[src/rtl/gba_pkg.sv]
`timescale 1ns / 1ps
// ----------------------------------------------------------------------------
// Grouped bitmap allocator package
// Shared types, codes and constants for the allocator modules.
// ----------------------------------------------------------------------------
package gba_pkg;

   localparam int GROUPS_DEFAULT = 8;
   localparam int BITS_PER_GROUP_DEFAULT = 8192;

   localparam int WORD_BITS = 64;
   localparam int WORD_SHIFT = 6;

   localparam int NUM_W = 17;
   localparam int UPG_W = 14;
   localparam int GC_W = 4;
   localparam int ADDR_W = 4;
   localparam int DATA_W = 32;

   localparam logic [UPG_W-1:0] GROUP_FREE_RESET = 14'd8192;
   localparam logic [UPG_W-1:0] GROUP_FREE_MAX = 14'd16383;
   localparam logic [NUM_W-1:0] TOTAL_FREE_RESET = 17'd65536;
   localparam logic [NUM_W-1:0] TOTAL_FREE_MAX = 17'd131071;

   localparam logic [UPG_W-1:0] UPG_RESET = 14'd8192;
   localparam logic [NUM_W-1:0] TOTAL_RESET = 17'd65536;
   localparam logic [GC_W-1:0] GC_RESET = 4'd8;

   localparam logic [1:0] STATUS_DONE = 2'd0;
   localparam logic [1:0] STATUS_NO_FREE = 2'd1;
   localparam logic [1:0] STATUS_INVALID = 2'd2;

   localparam logic OP_ALLOC = 1'b0;
   localparam logic OP_FREE = 1'b1;

   typedef enum logic [1:0] {
      REG_UNITS_PER_GROUP = 2'd0,
      REG_TOTAL_UNITS = 2'd1,
      REG_GROUP_COUNT = 2'd2,
      REG_NUMBERING_BASE = 2'd3
   } reg_index_type;

   typedef struct packed {
      logic [UPG_W-1:0] units_per_group;
      logic [NUM_W-1:0] total_units;
      logic [GC_W-1:0]  group_count;
      logic             numbering_base;
   } cfg_type;

   typedef enum logic [3:0] {
      S_CLEAR,
      S_IDLE,
      S_AGRP,
      S_ARD,
      S_ACHK,
      S_FCHK,
      S_FDIV,
      S_FRD,
      S_FCHK2
   } state_type;

endpackage

[src/rtl/gba_csr.sv]
`timescale 1ns / 1ps
// ----------------------------------------------------------------------------
// Allocator configuration registers
// APB-style register file holding the geometry and numbering settings.
// ----------------------------------------------------------------------------
module gba_csr (
   input  logic                        clock,
   input  logic                        reset,
   input  logic                        psel,
   input  logic                        penable,
   input  logic                        pwrite,
   input  logic [gba_pkg::ADDR_W-1:0]  paddr,
   input  logic [gba_pkg::DATA_W-1:0]  pwdata,
   output logic [gba_pkg::DATA_W-1:0]  prdata,
   output logic                        pready,
   output gba_pkg::cfg_type            cfg
);
   import gba_pkg::*;

   cfg_type       cfg_ff;
   cfg_type       cfg_in;
   reg_index_type idx;
   logic          wr;

   assign idx = reg_index_type'(paddr[3:2]);
   assign wr = psel & penable & pwrite;
   assign pready = 1'b1;

   always_comb begin
      cfg_in = cfg_ff;
      if (wr) begin
         case (idx)
            REG_UNITS_PER_GROUP: cfg_in.units_per_group = pwdata[UPG_W-1:0];
            REG_TOTAL_UNITS:     cfg_in.total_units = pwdata[NUM_W-1:0];
            REG_GROUP_COUNT:     cfg_in.group_count = pwdata[GC_W-1:0];
            REG_NUMBERING_BASE:  cfg_in.numbering_base = pwdata[0];
            default:             cfg_in = cfg_ff;
         endcase
      end
   end

   always_comb begin
      case (idx)
         REG_UNITS_PER_GROUP: prdata = DATA_W'(cfg_ff.units_per_group);
         REG_TOTAL_UNITS:     prdata = DATA_W'(cfg_ff.total_units);
         REG_GROUP_COUNT:     prdata = DATA_W'(cfg_ff.group_count);
         REG_NUMBERING_BASE:  prdata = DATA_W'(cfg_ff.numbering_base);
         default:             prdata = '0;
      endcase
   end

   always_ff @(posedge clock) begin
      if (reset) begin
         cfg_ff.units_per_group <= UPG_RESET;
         cfg_ff.total_units <= TOTAL_RESET;
         cfg_ff.group_count <= GC_RESET;
         cfg_ff.numbering_base <= 1'b0;
      end else begin
         cfg_ff <= cfg_in;
      end
   end

   assign cfg = cfg_ff;
endmodule

[config.mk]
export PLATFORM = sky130hd
export DESIGN_NAME = gba_csr
export DESIGN_NICKNAME = d
export VERILOG_FILES = /design/src/rtl/gba_pkg.sv /design/src/rtl/gba_csr.sv
export SDC_FILE = /design/constraint.sdc
export NUM_CORES = 1
export LEC_CHECK = 0
export BUFFER_PORTS_ARGS = -buffer_cell sky130_fd_sc_hd__buf_4
export CORE_UTILIZATION = 43
export DETAILED_ROUTE_END_ITERATION = 7
export PLACE_DENSITY = 0.8
export SYNTH_ARGS = -nofsm -noshare
export SYNTH_HDL_FRONTEND = slang
export SYNTH_SLANG_ARGS = --single-unit
[constraint.sdc]
create_clock -name clock -period 1.2 [get_ports clock]
set_input_delay 0.06 -clock clock [delete_from_list [all_inputs] [get_ports clock]]
set_output_delay 0.06 -clock clock [all_outputs]
set_load 0.01 [all_outputs]
# After elaboration in Yosys (flattened, before gate mapping)
# Index checks and enable logic that the tools add are counted.
# op_classes
bitwise_logic,2
reduce_logical,5
n_mux,1
n_eq_ne,3
# op_table
operator,count
one-hot mux 32 bit (4 select lines),1
AND reduction 2 bit,4
"== test 2 bit, second input constant",2
bitwise AND 1 bit,2
"== test 2 x 1 -> 1 bit, second input constant",1
zero test 2 bit,1
# word_totals
elab_cells,15
output_inout_bits,69
reg_bits,36
in_bits,41

# Depth between registers and ports, before layout
# Gate-level depths: netlist of the first run.
# depth
depth_word,3
depth_mapped,4
mapped_depth_nobuf,3

# Worst setup path after synthesis of the first run
# OpenSTA, ideal clock, no wires.
# synth_timing
path_kind,in2reg
startpoint,input port paddr[2] in the netlist's numbering
endpoint,"register cfg_ff, in the netlist cfg[4]"
setup_slack_ps,232
t_arrival_ps,849
cell_stages,4
setup_ps,120
required_time_ps,1080
n_path_buf,1
path_cell_list,buf_6 and2b_1 nand2_1 a211o_1
# synth_between
elab_chain_cells,2
# synth_rtl
element,line,source
"start, declared",gba_csr.sv:12,"input logic [gba_pkg::ADDR_W-1:0] paddr,"
== test 2 bit,gba_csr.sv:32,case (idx)
AND reduction 2 bit (no line),n/a,
"end signal, assigned",gba_csr.sv:59,cfg_ff <= cfg_in;
"end, declared",gba_csr.sv:20,cfg_type cfg_ff;
# No other way between the ends.
# A chain may end at the register's enable or synchronous reset.

# Final worst setup path of the first run
# layout_timing
startpoint,"register cfg_ff, in the netlist cfg[0]"
endpoint,output port prdata[0] in the netlist's numbering
# layout_between
elab_chain_cells,1
# layout_rtl
element,line,source
one-hot mux 32 bit (4 select lines),gba_csr.sv:43,case (idx)
"end, declared",gba_csr.sv:14,"output logic [gba_pkg::DATA_W-1:0] prdata,"
# No other way between the ends. The select of a mux whose other input is x is not followed.

==> flow_metrics.py, run 1 <==
metrics = {
    "place": {
        "port_buffers": 76,
        "gp_congestion": 0.724,
        "hpwlAfterDp_um": 3010,
        "dp_cells": 322,
    },
    "synthesis": {
        "synth_compound_area_share_pct": 4.61,
        "yosys.area.top_type": "dfxtp_1",
        "yosys.area.top_type_share_pct": 38.0,
        "synth_xor_xnor_area_share_pct": 0,
        "synth_cells": 200,
        "muxShareOfSynthArea_pct": 23.9,
        "syn-cell-area_um2": 1900,
        "synth_top_family_by_area": "multiplexers",
        "yosys_warnings": 0,
        "synth.area.top_cells": "dfxtp_1 38%, mux2i_1 23%, nand2b_1 14%",
        "yosys.area_share.adder_pct": 0,
        "synth_cell_types": 23,
        "synthSimpleGateAreaFrac_pct": 22.7,
        "ys_seq_elements": 36,
        "synth_area_per_cell_um2": 9.49,
        "seq_area_frac_synth_pct": 38.0,
    },
    "critical_path": {
        "cp-end-kind": "output pin",
        "path_buf_inv": 1,
        "reg2reg_setup_slack_ns": 0.43,
        "reg2reg_to": "cfg[19]",
        "reg2regPathDepth": 2,
        "cp_slowest_cell": "mux4_2",
        "worstPathArrival_ns": 1.21,
        "slowest_delay_ns": 0.47,
        "cp_top_family": "multiplexers",
        "worstSetupStartpointType": "flop",
        "required_ns": 1.14,
        "r2r_start": "cfg[19]",
        "crit_chain": "mux4_2 -> buf_6",
        "cp_max_fo": 2,
        "worst-setup-path-type": "reg -> out",
    },
    "power": {
        "ir_drop_mv": 0.502,
        "p_leak_nw": 1.27,
        "cellPowerDensity_nw_per_um2": 902,
        "total_power_mw": 2.33,
    },
    "floorplanning": {
        "die_area_um2": 4680,
        "core_area_um2": 4120,
        "num_rows": 23,
        "io_pins": 110,
        "initial_core_util_pct": 46.1,
        "die_w_um": 68.4,
        "die_h_um": 68.4,
    },
    "clocking": {
        "clkSlewWorstSetupHoldPaths_ns": 0.07,
        "holdBufCountCts": 0,
        "cts_buffers": 5,
        "h-tree-depth": 2,
        "cts_root_buffer": "clkbuf_8",
        "cts_tree": "built",
        "clock_latency_ns": 0.28,
        "cts_max_path_buffers": 2,
        "numClockSinks": 36,
    },
    "finish": {
        "fin_cells": 331,
        "final_cell_mix": "87 x buf_4, 43 x mux2i_1, 42 x nand2b_1",
        "nNetsFinal": 322,
        "fillers": 352,
        "layout_commonest_cell": "buf_4",
        "largest_reg_flops": 36,
        "diodes": 0,
        "drive_gt1_share_pct": 37.0,
        "layout-area-overhead-vs-synth_pct": 36.0,
    },
    "global_route": {
        "grt_start_max_net_pins": 51,
        "overflow": 0,
        "grt_use_total_pct": 19.1,
        "antenna_found_initial": 0,
        "grt_pass1_vias": 1453,
        "grt_pass1_wl_um": 6620,
    },
    "sta": {
        "finalMaxSlewViolations": 0,
        "hold_viol": 0,
        "tns_ns": -0.0675,
        "period_minus_slack_ns": 1.27,
        "fin_crit_sh_pct": 106,
        "rsz0062_at_grt": "yes",
        "skew_ns": 0,
        "setup_viol": 1,
        "final.setup.worst_slack_ns": -0.0675,
        "fmax_mhz": 789,
    },
    "hold_path": {
        "hp-start": "pwdata[15]",
        "hp-class": "in -> reg",
        "hold_end": "cfg[20]",
        "hold_path_depth": 3,
    },
    "routing": {
        "drc_errors": 0,
        "drt_iter0_drc": 77,
        "drt_wl_total_um": 4150,
        "ant_nets": 0,
        "viasPerCell": 4.65,
        "dr.pass1.iters": 4,
        "vias": 1540,
        "wl_per_cell_um": 12.5,
    },
    "job": {
        "drv_cap": 0,
    },
    "outcome": {
        "violations": "negative setup slack",
        "outcome": "finished, violations left",
    },
}
worst max path at each step:
stage                     cells after the start   endpoint      from
after floorplan                               4     cfg[4]  paddr[2]
after global placement                        5    cfg[16]  paddr[2]
after detailed placement                      5    cfg[10]  paddr[2]
after CTS                                     2  prdata[0]    cfg[0]
after global routing                          2  prdata[0]    cfg[0]
final                                         2  prdata[0]    cfg[0]
layer usage:
layer / part of all wire, % / up-vias / global-route usage (%)
met5: 0 / - / 0
met3: 6.6 / 5 / 4.83
met1: 45 / 688 / 23.8
met4: 1.3 / 0 / 7.81
met2: 47 / 59 / 31.1
li1: - / 788 / -
report_power, final:
part	switching (mW)	internal, mW	leakage (nW)
clock network	0.402	0.394	0.0410
logic	0.148	0.160	0.941
registers	0.0127	1.21	0.293
worst min-delay path: stages:
cell     delay (ns)
buf_4          0.11
nand3_1        0.06
a21oi_1        0.05
logic make-up (layout without fill, tap and decap cells):
family / Yosys count / in the layout
flops: 36 / 36
mux: 44 / 44
other cells: 2 / 16
buf+inv: 29 / 96
simple gates: 76 / 76
compound gates: 13 / 13
cell type report:
class / count / area [µm²] / share of cell area (%)
multi-input cells: 149 / 1030 / 39.9
clock inverters: 1 / 5.00 / 0.194
flip-flops and latches: 36 / 726 / 28.1
clock buffers: 6 / 72.6 / 2.81
repair buffers: 89 / 684 / 26.5
well taps: 50 / 62.6 / 2.42
synthesized netlist by cell type:
master	number
and2_1	4
a21oi_1	4
o21ai_0	4
buf_2	3
and2b_1	1
nand3_1	4
nor3_1	1
mux4_2	1
dfxtp_1	36
a21bo_2	3
mux2i_1	43
nand2b_1	42
buf_6	3
nand2_1	6
or3_4	1
nand4_1	1
clkbuf_1	6
nor2_1	12
and3_1	3
conb_1	2
nor2b_1	1
a211o_1	2
buf_4	17
what timing repair did:
item,CTS,global route
endpoints found under the setup margin,1,2
buffers inserted,2,0
resized for setup,3,2
stage by stage:
stage / setup slack, ns / hold WS, ns / instance area, µm² / utilization (%)
after floorplan: 0.232 / 0.207 / 1950 / -
after CTS: -0.0718 / 0.0324 / 2580 / 62.7
after detailed placement: -0.0262 / 0.340 / 2480 / 60.3
final: -0.0675 / 0.0464 / 2580 / 62.7
after global placement: 0.0112 / 0.333 / 2480 / 60.3
after global routing: -0.119 / 0.0447 / 2580 / 62.7
(Power assumes the default switching activity.)
==> run 2: changes to the inputs <==
Settings changed: CORE_UTILIZATION 43 to 39, CTS_CLUSTER_SIZE set to 14, PLACE_DENSITY 0.8 to 0.84.
Clock period 1.2 ns to 1.1 ns, I/O delays scaled along.
==> run 2 against run 1 <==
Net effect: critical path depth unchanged; the flow still finishes with violations (negative setup slack); largest power group unchanged; critical endpoint unchanged; core utilization decreased by 5.8 points; largest cell class unchanged; non-clock buffer count increased by 6; power increased by 16%; clock skew unchanged; flip-flop and latch count unchanged; setup slack got worse by 0.085 ns; via count increased by 3.1%; count of clock-buffer cells in the layout increased by 1; die area increased by 9.9%.
==> flow_metrics.py, run 2 (same netlist as run 1, synthesis figures left out) <==
metrics = {
    "outcome": {
        "outcome": "finished, violations left",
        "violations": "negative setup slack",
    },
    "finish": {
        "final_cell_mix": "92 x buf_4, 43 x mux2i_1, 42 x nand2b_1",
        "nNetsFinal": 328,
        "diodes": 0,
        "layout-area-overhead-vs-synth_pct": 40.8,
        "fin_cells": 341,
        "layout_commonest_cell": "buf_4",
        "fin_util_pct": 57.0,
        "drive_gt1_share_pct": 41.5,
        "largest_reg_flops": 36,
    },
    "floorplanning": {
        "die_h_um": 71.8,
        "core_area_um2": 4690,
        "initial_core_util_pct": 40.5,
        "io_pins": 110,
        "num_rows": 25,
        "die_area_um2": 5150,
        "die_w_um": 71.8,
    },
    "power": {
        "cellPowerDensity_nw_per_um2": 1010,
        "ir_drop_mv": 0.776,
        "p_leak_nw": 1.32,
        "total_power_mw": 2.71,
    },
    "critical_path": {
        "worstPathArrival_ns": 1.20,
        "cp_max_fo": 2,
        "worstSetupStartpointType": "flop",
        "required_ns": 1.04,
        "cp-end-kind": "output pin",
        "worst-setup-path-type": "reg -> out",
    },
    "routing": {
        "wl_per_cell_um": 12.5,
        "dr.pass1.iters": 4,
        "drc_errors": 0,
        "drt_wl_total_um": 4250,
        "drt_iter0_drc": 59,
        "viasPerCell": 4.66,
        "ant_nets": 0,
        "vias": 1588,
    },
    "global_route": {
        "grt_pass1_vias": 1454,
        "grt_pass1_wl_um": 6650,
        "grt-busiest-layer": "met2",
        "gr-usage-met3_pct": 6.19,
        "grt.met1_usage_pct": 19.9,
        "grt_use_met2_pct": 28.0,
        "antenna_found_initial": 0,
        "grt_use_total_pct": 16.7,
        "grt_start_max_net_pins": 51,
        "overflow": 0,
    },
    "clocking": {
        "h-tree-depth": 2,
        "cts_buffers": 5,
        "holdBufCountCts": 0,
        "cts_max_path_buffers": 2,
        "cts_tree": "built",
        "clkSlewWorstSetupHoldPaths_ns": 0.07,
        "clock_latency_ns": 0.28,
        "cts_root_buffer": "clkbuf_8",
        "numClockSinks": 36,
    },
    "place": {
        "place_ws_ns": -0.0366,
        "port_buffers": 76,
        "hpwlAfterDp_um": 3020,
        "dp_cells": 330,
        "gp_congestion": 0.700,
    },
    "job": {
        "drv_cap": 0,
    },
    "sta": {
        "fmax_mhz": 798,
        "fin_crit_sh_pct": 114,
        "rsz0062_at_grt": "yes",
        "skew_ns": 0,
        "whs_ns": 0.0313,
        "setup_viol": 1,
        "final.setup.worst_slack_ns": -0.153,
        "hold_viol": 0,
        "finalMaxSlewViolations": 0,
        "period_minus_slack_ns": 1.25,
    },
    "hold_path": {
        "hp-class": "in -> reg",
    },
}
-- run 2: cell count changes in the layout (fill, tap and decap cells not counted), sizes merged --
cell | previous run | this run
clkinv | 1 | 0
buf | 89 | 95
clkbuf | 6 | 7
-- run 2: cell type report --
type	count	area [µm²]
Tap cell	54	67.6
Clock buffer	7	96.3
Sequential cell	36	736
Multi-Input combinational cell	149	1030
Fill cell	420	2020
Timing Repair Buffer	95	742
-- run 2: metal layers --
metal  part of all wire, %  wire [µm]  vias to the layer above
met5                     0          0                        -
li1                      -          -                      800
met1                    44       1880                      716
met4                   1.2         49                        0
met3                   8.3        354                        6
met2                    46       1960                       66
-- run 2: worst paths after layout --
check                                start         to  slack [ns]  depth (start not counted)
worst min-delay path            pwdata[14]    cfg[19]        0.03                          3
worst max-delay path                cfg[0]  prdata[0]       -0.15                          2
worst max register to register     cfg[18]    cfg[18]        0.33                          2
worst min register to register      cfg[7]     cfg[7]        0.48                          2
-- run 2: power breakdown --
group / leakage (nW) / internal, mW / switching, mW
sequential: 0.297 / 1.32 / 0.0130
clock: 0.0503 / 0.558 / 0.463
combinational: 0.975 / 0.186 / 0.167
-- run 2: per-stage QoR --
stage / instance area (µm²) / setup TNS [ns]
finish: 2670 / -0.153
global route: 2670 / -0.202
CTS: 2660 / -0.165
detailed placement: 2530 / -0.150
global placement: 2530 / -0.0107
floorplan: 1950 / 0
-- run 2: worst max-delay path, stage by stage (launching register included) --
cell     delay [ns]
dfxtp_2        0.32
mux4_2         0.46
buf_6          0.13
-- run 2: repair_timing --
| item | CTS | global route |
|---|---|---|
| resized for setup | 7 | 8 |
| setup endpoints to repair | 3 | 5 |
| setup buffers | 4 | 0 |
